<file path="config.mk">
export PLATFORM = sky130hd
export DESIGN_NAME = timebase_drift_calibrator
export DESIGN_NICKNAME = d
export VERILOG_FILES = /design/src/tdc_pkg.sv /design/src/timebase_drift_calibrator.sv /design/src/tdc_div.sv /design/src/tdc_ctrl.sv /design/src/tdc_dp.sv
export VERILOG_INCLUDE_DIRS = /design/src /design/src/src
export SDC_FILE = /design/constraint.sdc
export NUM_CORES = 2
export LEC_CHECK = 0
export BUFFER_PORTS_ARGS = -buffer_cell sky130_fd_sc_hd__buf_4
export CORE_ASPECT_RATIO = 1.4
export CORE_MARGIN = 1.5
export CORE_UTILIZATION = 63
export CTS_CLUSTER_DIAMETER = 120
export DETAILED_ROUTE_END_ITERATION = 8
export PLACE_DENSITY_LB_ADDON = 0.3
export SETUP_SLACK_MARGIN = 0.05
export SYNTH_ARGS = -nofsm -noshare
export SYNTH_HDL_FRONTEND = slang
export SYNTH_SLANG_ARGS = --single-unit
</file>
<file path="constraint.sdc">
create_clock -name clk -period 12.53 [get_ports clk]
set_clock_uncertainty 0.05 [all_clocks]
set_input_delay 1.8795 -clock clk [delete_from_list [all_inputs] [get_ports clk]]
set_output_delay 1.8795 -clock clk [all_outputs]
set_load 0.01 [all_outputs]
</file>
<file path="src/assert_macros.svh">
// assertion macros shared by the timebase drift calibrator rtl
`ifndef ASSERT_MACROS_SVH
`define ASSERT_MACROS_SVH

// property that must hold at every clock edge out of reset
`define ASSERT_ALWAYS(label, expr, msg) \
	label: assert property (@(posedge clk) disable iff (!arst_n) (expr)) else $error(msg);

// property whose consequent must hold in the cycle after the antecedent
`define ASSERT_NEXT(label, ante, cons, msg) \
	label: assert property (@(posedge clk) disable iff (!arst_n) (ante) |=> (cons)) \
		else $error(msg);

`endif

</file>
<file path="src/tdc_pkg.sv">
// package with widths, constants, state codes and control structs of the calibrator
`default_nettype none

package tdc_pkg;

	localparam int TIME_W  = 63;
	localparam int RATE_W  = 34;
	localparam int REF_W   = 32;
	localparam int HELD_W  = 4;
	localparam int MUL_W   = 30;
	localparam int NUM_W   = TIME_W + MUL_W;
	localparam int DEN_W   = RATE_W;
	localparam int EST_W   = 41;
	localparam int DEV10_W = EST_W + 3;
	localparam int CNT_W   = 7;

	localparam logic [TIME_W-1:0] TIME_MAX    = {TIME_W{1'b1}};
	localparam logic [RATE_W-1:0] RATE_MAX    = {RATE_W{1'b1}};
	localparam logic [RATE_W-1:0] NOM_RESET   = RATE_W'(1000);
	localparam logic [MUL_W-1:0]  NS_PER_S    = MUL_W'(1000000000);
	localparam logic [EST_W-1:0]  EST_CAP     = {1'b1, {(EST_W-1){1'b0}}};

	typedef enum logic [3:0] {
		ST_IDLE,
		ST_MUL,
		ST_DLOAD,
		ST_DIV,
		ST_TIME,
		ST_EST,
		ST_DEV,
		ST_TEST,
		ST_UPD,
		ST_MEAN,
		ST_REJ,
		ST_OUT
	} state_t;

	// which quotient the shared divider is producing
	typedef enum logic [1:0] {
		PH_TIME,
		PH_EST,
		PH_MEAN
	} phase_t;

	typedef struct packed {
		logic   load_item;
		logic   mul_load_ref;
		logic   mul_step;
		logic   div_load;
		phase_t div_sel;
		logic   div_step;
		logic   take_time;
		logic   take_est;
		logic   take_dev;
		logic   take_test;
		logic   ring_upd;
		logic   take_mean;
		logic   ring_clear;
		logic   out_load;
	} cmd_t;

	typedef struct packed {
		logic is_read;
		logic chk;
		logic ok;
	} stat_t;

endpackage

`default_nettype wire

</file>
<file path="src/timebase_drift_calibrator.sv">
// A read word, once accepted, runs a shift-add multiply by 1e9 and a restoring divide
// by the rate, then the time update and the result load.
// A calibrate word adds a second multiply and divide for the estimate and, when the
// estimate enters the ring, a third divide for the mean.
// One word at a time; the result load waits while the output is stalled.
// Reset (arst_n low) clears anchors, ring bookkeeping and sets the nominal rate to 1000.
`default_nettype none

module timebase_drift_calibrator
	import tdc_pkg::*;
#(
	parameter int RING_DEPTH  = 8,
	parameter int REF_RATE_HZ = 1000
) (
	input  wire logic              clk,
	input  wire logic              arst_n,
	input  wire logic              cfg_we,
	input  wire logic [RATE_W-1:0] cfg_wdata,
	input  wire logic              s_tvalid,
	output logic                   s_tready,
	// tick_count[62:0], ref_millis[94:63], zero pad [95]
	input  wire logic [95:0]       s_tdata,
	// kind
	input  wire logic              s_tuser,
	output logic                   m_tvalid,
	input  wire logic              m_tready,
	// time_ns[62:0], freq_in_use[96:63], sample_accepted[97], samples_held[101:98],
	// zero pad [103:102]
	output logic      [103:0]      m_tdata
);

	cmd_t              cmd;
	stat_t             stat;
	logic [TIME_W-1:0] out_time_ns;
	logic [RATE_W-1:0] out_freq;
	logic              out_accepted;
	logic [HELD_W-1:0] out_held;

	tdc_ctrl u_ctrl (
		.clk      (clk),
		.arst_n   (arst_n),
		.s_tvalid (s_tvalid),
		.s_tready (s_tready),
		.m_tvalid (m_tvalid),
		.m_tready (m_tready),
		.stat     (stat),
		.cmd      (cmd)
	);

	tdc_dp #(
		.RING_DEPTH  (RING_DEPTH),
		.REF_RATE_HZ (REF_RATE_HZ)
	) u_dp (
		.clk          (clk),
		.arst_n       (arst_n),
		.cfg_we       (cfg_we),
		.cfg_wdata    (cfg_wdata),
		.in_kind      (s_tuser),
		.in_ticks     (s_tdata[TIME_W-1:0]),
		.in_ref       (s_tdata[TIME_W+REF_W-1:TIME_W]),
		.cmd          (cmd),
		.stat         (stat),
		.out_time_ns  (out_time_ns),
		.out_freq     (out_freq),
		.out_accepted (out_accepted),
		.out_held     (out_held)
	);

	// pack the result word
	assign m_tdata = {2'b00, out_held, out_accepted, out_freq, out_time_ns};

endmodule

`default_nettype wire

</file>
<file path="src/tdc_div.sv">
// restoring divider, one quotient bit per step
`default_nettype none

module tdc_div
	import tdc_pkg::*;
(
	input  wire logic             clk,
	input  wire logic             load,
	input  wire logic             step,
	input  wire logic [NUM_W-1:0] num_in,
	input  wire logic [DEN_W-1:0] den_in,
	output logic      [NUM_W-1:0] quot
);

	logic [NUM_W-1:0] num_q;
	logic [DEN_W-1:0] den_q;
	logic [DEN_W-1:0] rem_q;
	logic [DEN_W:0]   trial;
	logic             ge;

	// shift in the next dividend bit and try the subtraction
	always_comb begin
		trial = {rem_q, num_q[NUM_W-1]};
		ge    = trial >= {1'b0, den_q};
	end

	// dividend shifts out at the top while quotient bits enter at the bottom
	always_ff @(posedge clk) begin
		if (load) begin
			num_q <= num_in;
			den_q <= den_in;
			rem_q <= '0;
		end else if (step) begin
			rem_q <= ge ? DEN_W'(trial - {1'b0, den_q}) : trial[DEN_W-1:0];
			num_q <= {num_q[NUM_W-2:0], ge};
		end
	end

	assign quot = num_q;

endmodule

`default_nettype wire

</file>
<file path="src/tdc_ctrl.sv">
// controller state machine sequencing multiply, divide and ring update steps
`default_nettype none

module tdc_ctrl
	import tdc_pkg::*;
(
	input  wire logic  clk,
	input  wire logic  arst_n,
	input  wire logic  s_tvalid,
	output logic       s_tready,
	output logic       m_tvalid,
	input  wire logic  m_tready,
	input  wire stat_t stat,
	output cmd_t       cmd
);

	`include "assert_macros.svh"

	state_t             state_q, state_n;
	phase_t             phase_q, phase_n;
	logic [CNT_W-1:0]   cnt_q, cnt_n;
	logic               m_tvalid_q;

	// state, pass and step counter registers
	always_ff @(posedge clk or negedge arst_n) begin
		if (!arst_n) begin
			state_q <= ST_IDLE;
			phase_q <= PH_TIME;
			cnt_q   <= '0;
		end else begin
			state_q <= state_n;
			phase_q <= phase_n;
			cnt_q   <= cnt_n;
		end
	end

	// output word valid, set on load and cleared when taken
	always_ff @(posedge clk or negedge arst_n) begin
		if (!arst_n) begin
			m_tvalid_q <= 1'b0;
		end else if (cmd.out_load) begin
			m_tvalid_q <= 1'b1;
		end else if (m_tready) begin
			m_tvalid_q <= 1'b0;
		end
	end

	assign m_tvalid = m_tvalid_q;

	// next state and commands
	always_comb begin
		state_n  = state_q;
		phase_n  = phase_q;
		cnt_n    = cnt_q;
		cmd      = '0;
		cmd.div_sel = phase_q;
		s_tready = 1'b0;
		unique case (state_q)
			ST_IDLE: begin
				s_tready = 1'b1;
				if (s_tvalid) begin
					cmd.load_item = 1'b1;
					phase_n       = PH_TIME;
					cnt_n         = '0;
					state_n       = ST_MUL;
				end
			end
			ST_MUL: begin
				cmd.mul_step = 1'b1;
				if (cnt_q == CNT_W'(MUL_W - 1)) begin
					cnt_n   = '0;
					state_n = ST_DLOAD;
				end else begin
					cnt_n = cnt_q + 1'b1;
				end
			end
			ST_DLOAD: begin
				cmd.div_load = 1'b1;
				state_n      = ST_DIV;
			end
			ST_DIV: begin
				cmd.div_step = 1'b1;
				if (cnt_q == CNT_W'(NUM_W - 1)) begin
					cnt_n = '0;
					unique case (phase_q)
						PH_TIME: state_n = ST_TIME;
						PH_EST:  state_n = ST_EST;
						PH_MEAN: state_n = ST_MEAN;
						default: state_n = ST_IDLE;
					endcase
				end else begin
					cnt_n = cnt_q + 1'b1;
				end
			end
			ST_TIME: begin
				cmd.take_time = 1'b1;
				priority if (stat.is_read) begin
					state_n = ST_OUT;
				end else if (stat.chk) begin
					cmd.mul_load_ref = 1'b1;
					phase_n          = PH_EST;
					state_n          = ST_MUL;
				end else begin
					state_n = ST_REJ;
				end
			end
			ST_EST: begin
				cmd.take_est = 1'b1;
				state_n      = ST_DEV;
			end
			ST_DEV: begin
				cmd.take_dev = 1'b1;
				state_n      = ST_TEST;
			end
			ST_TEST: begin
				cmd.take_test = 1'b1;
				state_n       = stat.ok ? ST_UPD : ST_REJ;
			end
			ST_UPD: begin
				cmd.ring_upd = 1'b1;
				phase_n      = PH_MEAN;
				state_n      = ST_DLOAD;
			end
			ST_MEAN: begin
				cmd.take_mean = 1'b1;
				state_n       = ST_OUT;
			end
			ST_REJ: begin
				cmd.ring_clear = 1'b1;
				state_n        = ST_OUT;
			end
			ST_OUT: begin
				if (!m_tvalid_q || m_tready) begin
					cmd.out_load = 1'b1;
					state_n      = ST_IDLE;
				end
			end
			default: begin
				state_n = ST_IDLE;
			end
		endcase
	end

	`ASSERT_NEXT(a_accept_starts_mul, s_tvalid && s_tready, state_q == ST_MUL, "accepted word did not start the multiply")
	`ASSERT_ALWAYS(a_div_cnt_bound, (state_q != ST_DIV) || (cnt_q < CNT_W'(NUM_W)), "divide step count overran")
	`ASSERT_NEXT(a_out_load_valid, cmd.out_load, m_tvalid_q && (state_q == ST_IDLE), "result load did not raise valid")

endmodule

`default_nettype wire

</file>
<file path="src/tdc_dp.sv">
// datapath: time anchor, shift-add multiplier, estimate check and averaging ring
`default_nettype none

module tdc_dp
	import tdc_pkg::*;
#(
	parameter int RING_DEPTH  = 8,
	parameter int REF_RATE_HZ = 1000
) (
	input  wire logic              clk,
	input  wire logic              arst_n,
	input  wire logic              cfg_we,
	input  wire logic [RATE_W-1:0] cfg_wdata,
	input  wire logic              in_kind,
	input  wire logic [TIME_W-1:0] in_ticks,
	input  wire logic [REF_W-1:0]  in_ref,
	input  wire cmd_t              cmd,
	output stat_t                  stat,
	output logic      [TIME_W-1:0] out_time_ns,
	output logic      [RATE_W-1:0] out_freq,
	output logic                   out_accepted,
	output logic      [HELD_W-1:0] out_held
);

	`include "assert_macros.svh"

	localparam int HEAD_W = (RING_DEPTH > 1) ? $clog2(RING_DEPTH) : 1;
	localparam int FILL_W = $clog2(RING_DEPTH + 1);
	localparam int SUM_W  = RATE_W + $clog2(RING_DEPTH);
	localparam logic [HEAD_W-1:0] HEAD_LAST = HEAD_W'(RING_DEPTH - 1);
	localparam logic [FILL_W-1:0] FILL_FULL = FILL_W'(RING_DEPTH);
	localparam logic [MUL_W-1:0]  REF_MUL   = MUL_W'(REF_RATE_HZ);

	// persistent state
	logic [RATE_W-1:0] nom_q;
	logic [TIME_W-1:0] anchor_ticks_q;
	logic [TIME_W-1:0] anchor_time_q;
	logic [RATE_W-1:0] rate_now_q;
	logic [REF_W-1:0]  last_ref_q;
	logic              ref_seen_q;
	logic [HEAD_W-1:0] head_q;
	logic [FILL_W-1:0] fill_q;
	logic [SUM_W-1:0]  sum_q;
	logic              ok_q;

	// per-word working registers
	logic              kind_q;
	logic              chk_q;
	logic [TIME_W-1:0] ticks_q;
	logic [TIME_W-1:0] dticks_q;
	logic [REF_W-1:0]  ref_q;
	logic [REF_W-1:0]  dms_q;
	logic [TIME_W-1:0] time_q;
	logic [EST_W-1:0]  est_q;
	logic [EST_W-1:0]  dev_q;
	logic [NUM_W-1:0]  acc_q;
	logic [NUM_W-1:0]  mc_q;
	logic [MUL_W-1:0]  mp_q;

	// averaging ring memory
	logic [RATE_W-1:0] ring_mem [RING_DEPTH];
	logic [RATE_W-1:0] ring_rd_q;

	logic [RATE_W-1:0] nom_eff;
	logic [RATE_W-1:0] rate_eff;
	logic [TIME_W-1:0] dticks_c;
	logic [NUM_W-1:0]  div_num;
	logic [DEN_W-1:0]  div_den;
	logic [NUM_W-1:0]  quot;
	logic [TIME_W-1:0] scaled;
	logic [TIME_W:0]   tsum;
	logic [TIME_W-1:0] t_c;
	logic [EST_W-1:0]  nom_ext;
	logic [DEV10_W-1:0] dev10;
	logic              ok_c;
	logic [RATE_W-1:0] est_c;
	logic              full;
	logic [SUM_W-1:0]  drop;

	// effective rates, zero nominal counts as one hertz
	always_comb begin
		nom_eff  = (nom_q == '0) ? RATE_W'(1) : nom_q;
		rate_eff = (rate_now_q == '0) ? nom_eff : rate_now_q;
		dticks_c = in_ticks - anchor_ticks_q;
	end

	// divider operand selection
	always_comb begin
		unique case (cmd.div_sel)
			PH_TIME: begin
				div_num = acc_q;
				div_den = rate_eff;
			end
			PH_EST: begin
				div_num = acc_q;
				div_den = DEN_W'(dms_q);
			end
			PH_MEAN: begin
				div_num = NUM_W'(sum_q);
				div_den = DEN_W'(fill_q);
			end
			default: begin
				div_num = acc_q;
				div_den = rate_eff;
			end
		endcase
	end

	tdc_div u_div (
		.clk    (clk),
		.load   (cmd.div_load),
		.step   (cmd.div_step),
		.num_in (div_num),
		.den_in (div_den),
		.quot   (quot)
	);

	// scaled time saturated and added to the anchor
	always_comb begin
		scaled = (|quot[NUM_W-1:TIME_W]) ? TIME_MAX : quot[TIME_W-1:0];
		tsum   = {1'b0, anchor_time_q} + {1'b0, scaled};
		t_c    = (tsum > {1'b0, TIME_MAX}) ? TIME_MAX : tsum[TIME_W-1:0];
	end

	// acceptance window test and ring entry value
	always_comb begin
		nom_ext = EST_W'(nom_eff);
		dev10   = {dev_q, 3'b000} + {2'b00, dev_q, 1'b0};
		ok_c    = dev10 < DEV10_W'(nom_eff);
		est_c   = (est_q > EST_W'(RATE_MAX)) ? RATE_MAX : est_q[RATE_W-1:0];
		full    = fill_q >= FILL_FULL;
		drop    = full ? SUM_W'(ring_rd_q) : '0;
	end

	assign stat.is_read = kind_q;
	assign stat.chk     = chk_q;
	assign stat.ok      = ok_c;

	// configuration register
	always_ff @(posedge clk or negedge arst_n) begin
		if (!arst_n) begin
			nom_q <= NOM_RESET;
		end else if (cfg_we) begin
			nom_q <= cfg_wdata;
		end
	end

	// anchor, reference and ring bookkeeping
	always_ff @(posedge clk or negedge arst_n) begin
		if (!arst_n) begin
			anchor_ticks_q <= '0;
			anchor_time_q  <= '0;
			rate_now_q     <= '0;
			last_ref_q     <= '0;
			ref_seen_q     <= 1'b0;
			head_q         <= '0;
			fill_q         <= '0;
			sum_q          <= '0;
			ok_q           <= 1'b0;
		end else begin
			if (cmd.load_item) begin
				ok_q <= 1'b0;
			end
			if (cmd.take_time && !kind_q) begin
				anchor_time_q  <= t_c;
				anchor_ticks_q <= ticks_q;
				last_ref_q     <= ref_q;
				ref_seen_q     <= 1'b1;
			end
			if (cmd.take_test) begin
				ok_q <= ok_c;
			end
			if (cmd.ring_upd) begin
				sum_q  <= sum_q - drop + SUM_W'(est_c);
				head_q <= (head_q == HEAD_LAST) ? '0 : head_q + 1'b1;
				if (!full) begin
					fill_q <= fill_q + 1'b1;
				end
			end
			if (cmd.take_mean) begin
				rate_now_q <= quot[RATE_W-1:0];
			end
			if (cmd.ring_clear) begin
				head_q     <= '0;
				fill_q     <= '0;
				sum_q      <= '0;
				rate_now_q <= '0;
			end
		end
	end

	// word capture, shift-add multiply and intermediate results
	always_ff @(posedge clk) begin
		if (cmd.load_item) begin
			kind_q   <= in_kind;
			ticks_q  <= in_ticks;
			dticks_q <= dticks_c;
			ref_q    <= in_ref;
			dms_q    <= in_ref - last_ref_q;
			chk_q    <= ref_seen_q && (in_ref != last_ref_q);
			acc_q    <= '0;
			mc_q     <= NUM_W'(dticks_c);
			mp_q     <= NS_PER_S;
		end else if (cmd.mul_load_ref) begin
			acc_q <= '0;
			mc_q  <= NUM_W'(dticks_q);
			mp_q  <= REF_MUL;
		end else if (cmd.mul_step) begin
			if (mp_q[0]) begin
				acc_q <= acc_q + mc_q;
			end
			mc_q <= {mc_q[NUM_W-2:0], 1'b0};
			mp_q <= {1'b0, mp_q[MUL_W-1:1]};
		end
		if (cmd.take_time) begin
			time_q <= t_c;
		end
		if (cmd.take_est) begin
			est_q <= (quot > NUM_W'(EST_CAP)) ? EST_CAP : quot[EST_W-1:0];
		end
		if (cmd.take_dev) begin
			dev_q <= (est_q > nom_ext) ? est_q - nom_ext : nom_ext - est_q;
		end
	end

	// ring memory, registered read of the entry at the head
	always_ff @(posedge clk) begin
		if (cmd.take_test) begin
			ring_rd_q <= ring_mem[head_q];
		end
		if (cmd.ring_upd) begin
			ring_mem[head_q] <= est_c;
		end
	end

	// result word register
	always_ff @(posedge clk) begin
		if (cmd.out_load) begin
			out_time_ns  <= time_q;
			out_freq     <= rate_eff;
			out_accepted <= !kind_q && ok_q;
			out_held     <= HELD_W'(fill_q);
		end
	end

	`ASSERT_ALWAYS(a_fill_bound, fill_q <= FILL_FULL, "ring fill count exceeds depth")
	`ASSERT_ALWAYS(a_rate_has_fill, (rate_now_q == '0) || (fill_q != '0), "averaged rate set with empty ring")
	`ASSERT_NEXT(a_clear_empties, cmd.ring_clear, (fill_q == '0) && (rate_now_q == '0), "ring clear left state behind")

endmodule

`default_nettype wire
</file>
==> summary.txt <==
# clock sinks - 1408
CTS tree - built
I/O pin count - 242
Hold-fix buffers, CTS - 0
Port Buffers - 238
Worst Hold Slack - 366 ps
Fillers - 9149
Tightest Pin Transition - 1230 ps
Worst-Skew Late Latency - 820 ps
Worst Setup Start Kind - register
Register clock-pin slew on the reported worst setup and hold paths - 60 ps
Pre-CTS setup slack - 6210 ps
Initial core utilization - 63.3%
Synth top cells by count - edfxtp_1 (935), nand2_1 (930), a21oi_1 (649)
Largest family of logic cells by synthesized area - compound AO/OA/AOI/OAI gates
Ratio of final minimum period to clock period - 55.4%
CP most frequent cell - o31ai_1
First-pass GRT wire length - 347 mm
Synth Area in XOR/XNOR - 3.97%
Final GP Congestion - 1.06
Simple-gate portion of the synthesized area - 13.0%
Post-Layout Cell Count - 9518
CP max-delay cell - o31ai_1
CP Max Fanout - 45
Initial antenna violation count - 2
Fin worst setup slack - 5590 ps
Setup crit end kind - register
Die width - 301 µm
Worst relative slew slack - 18.1%
Final core occ - 69.4%
Overall routing resource usage - 36.0%
Synthesized flop and latch total - 1408
Yosys warns - 0
Cell count after synthesis - 7752
Ys flop type - edfxtp_1
Fraction of layout cells with a size suffix above 1 - 8.44%
Largest net degree at the start of global routing - 118
MaxCap Viol Count - 0
Htree depth - 4
Area of the multi-input gates - 36100 µm²
Final setup vio count - 0
Final Critical Period - 6940 ps
Avg Synthesized Cell Area - 10.1 µm²
Pre-Repair DR Iteration Count - 8
Final HPWL DP - 167 mm
Post-Syn Area - 78400 µm²
DRT iter0 DRCs - 5743
Synth cell types - 110
RSZ-0062 raised after global routing - false
Total power - 21.5 mW
Row cnt - 153
Adder-Cell Fraction of Synth Area - 8.67%
Area contributors post-synth - edfxtp_1 (36%), dfrtp_1 (8.9%), ha_1 (7.6%)
Via Count - 61000
Outcome - finished, final reports clean
Number of global-route vias before repair - 60300
Yosys top cell by area - edfxtp_1
Number of hold violations in the final report - 0
CP Class - reg2reg
Compound-Gate Fraction of Synth Area - 18.5%
Post-synthesis mux area share - 1.68%
Fmax - 144 MHz
Worst reg2reg path depth - 17
Max clock buf depth - 3
Die Ht - 420 µm
Static leakage - 34.3 nW
Number of CTS-inserted buffers - 137
Nets - 8427
Slew Viols, Final - 0
Worst path required time - 13030 ps
Yosys top cell area share - 35.8%
Area grow syn2layout - 9.64%
Core area - 124000 µm²
CP arrival - 7440 ps
Post_cts resized - 0
DRT Wirelength - 230 mm
Root buf cell - clkbuf_16
Wire per inst - 24.2 µm
Grt total ovfl - 0
Post-route cell area - 86000 µm²
EDFF count, synth - 935
CP endpoint - u_dp.dev_q[27]$_DFFE_PP_
Asr flop ratio synth - 20.3%
DP Area - 81200 µm²
CP Cell Sequence - nor4_1 > nand3_1 > o31ai_1 > ha_1 > nor2b_1 > o211a_1 > o21ai_1 > a21oi_1 > o31ai_1 > a21o_1 > a31oi_1 > nand2_2 > buf_4 > mux2i_1 > o31ai_1 > a31oi_1 > xnor2_1
Post-synthesis sequential area ratio - 49.7%
RR Endpoint - u_dp.dev_q[27]$_DFFE_PP_
R2r setup slk - 5590 ps
Hold depth - 0
Via/cell ratio - 6.41
Reg2reg start - u_dp.nom_q[26]$_DFFE_PN0P_
Most common cell in the synthesized netlist - edfxtp_1
Worst vdd ir - 0.242 mV
Sequential cell area - 39000 µm²
Worst Hold Class - reg2reg
Number of remaining DRC errors - 0
Critical Path Max Stage Delay - 980 ps
Post-DRT Antenna Nets - 0
Die footprint - 127000 µm²
Setup TNS - 0 ps
Number of buffers added for setup after CTS - 0
Placed cells - 9261
PD cells - 250 nW/µm²
Crit. Startpoint - u_dp.nom_q[26]$_DFFE_PN0P_
## state kept, by name, indices dropped and copies added, names as in the netlist, 37 cells and up
register and count:
u_dp.acc_q 93, u_dp.anchor_ticks_q 63, u_dp.anchor_time_q 63, u_dp.dev_q 41
u_dp.dticks_q 63, u_dp.est_q 41, u_dp.mc_q 93, u_dp.out_time_ns 63
u_dp.ring_mem 272, u_dp.sum_q 37, u_dp.ticks_q 63, u_dp.time_q 63
u_dp.u_div.quot 93
## placed cells by master, fill, tap and decap left out, drive strengths merged, types with 32 or more instances in the layout
cell | synthesis | final
o21a | 44 | 44
ha | 476 | 476
nand4 | 138 | 138
mux2i | 84 | 84
fa | 42 | 42
mux2 | 42 | 42
a211oi | 37 | 37
nor2b | 59 | 59
buf | 47 | 302
and3 | 33 | 33
and2 | 99 | 99
nand2b | 59 | 59
or3 | 87 | 87
a21o | 310 | 310
xnor2 | 223 | 223
o22ai | 66 | 66
a21oi | 653 | 653
clkinv | 2 | 51
a22o | 78 | 78
or2 | 32 | 32
nor2 | 385 | 385
o21bai | 99 | 99
edfxtp | 935 | 935
nor4 | 61 | 61
nand2 | 932 | 932
nor3 | 68 | 68
inv | 477 | 486
nand3b | 64 | 64
dfrtp | 280 | 280
clkbuf | 374 | 180
dfxtp | 187 | 187
xor2 | 132 | 132
nand3 | 105 | 105
a22oi | 167 | 167
o21ai | 522 | 522
a31oi | 73 | 73
o31ai | 33 | 33
## critical path, delay by kind of cell, from the launching register on
family / cells / cell delay (ps)
xor+xnor: 1 / 180
mux: 1 / 390
compound gates: 9 / 3920
fa+ha+maj: 1 / 350
buf+inv: 1 / 460
simple gates: 4 / 680
flops: 1 / 610
## area by class of cell
| class | instances | share of cell area [%] |
|---|---|---|
| Antenna cell | 1 | 0.00291 |
| Clock buffer | 180 | 4.40 |
| Clock inverter | 76 | 1.08 |
| Inverter | 479 | 2.10 |
| Multi-Input combinational cell | 5445 | 42.0 |
| Sequential cell | 1408 | 45.4 |
| Tap cell | 1627 | 2.37 |
| Timing Repair Buffer | 302 | 2.65 |
## power by group
| group | leakage, nW | switching [mW] | internal (mW) |
|---|---|---|---|
| registers | 12.9 | 1.06 | 6.50 |
| logic | 19.2 | 6.01 | 3.64 |
| clock network | 2.27 | 1.90 | 2.41 |
## routing by layer
layer  track usage (%)  part of all wire [%]
met1              40.3                    36
met2              61.3                    49
met3              5.87                   6.8
met4              28.1                   8.9
met5                 0                0.0087
## logic make-up after synthesis
kind of cell	after synthesis
AND/OR/NAND/NOR	2164
AO/OA/AOI/OAI	2280
buffers and inverters	900
multiplexers	126
adder cells (fa/ha/maj)	518
XOR/XNOR	355
other	1
flip-flops	1408
## how the worst min path moves through the flow
stage / from / endpoint
floorplan: u_dp.time_q[0]$_DFFE_PP_ / u_dp.out_time_ns[0]$_DFFE_PP_
global placement: u_dp.time_q[55]$_DFFE_PP_ / u_dp.out_time_ns[55]$_DFFE_PP_
detailed placement: u_dp.time_q[26]$_DFFE_PP_ / u_dp.out_time_ns[26]$_DFFE_PP_
CTS: u_dp.time_q[26]$_DFFE_PP_ / u_dp.out_time_ns[26]$_DFFE_PP_
global route: u_dp.time_q[26]$_DFFE_PP_ / u_dp.out_time_ns[26]$_DFFE_PP_
finish: u_dp.time_q[26]$_DFFE_PP_ / u_dp.out_time_ns[26]$_DFFE_PP_
No activity file was read; power rests on OpenSTA's default activity.
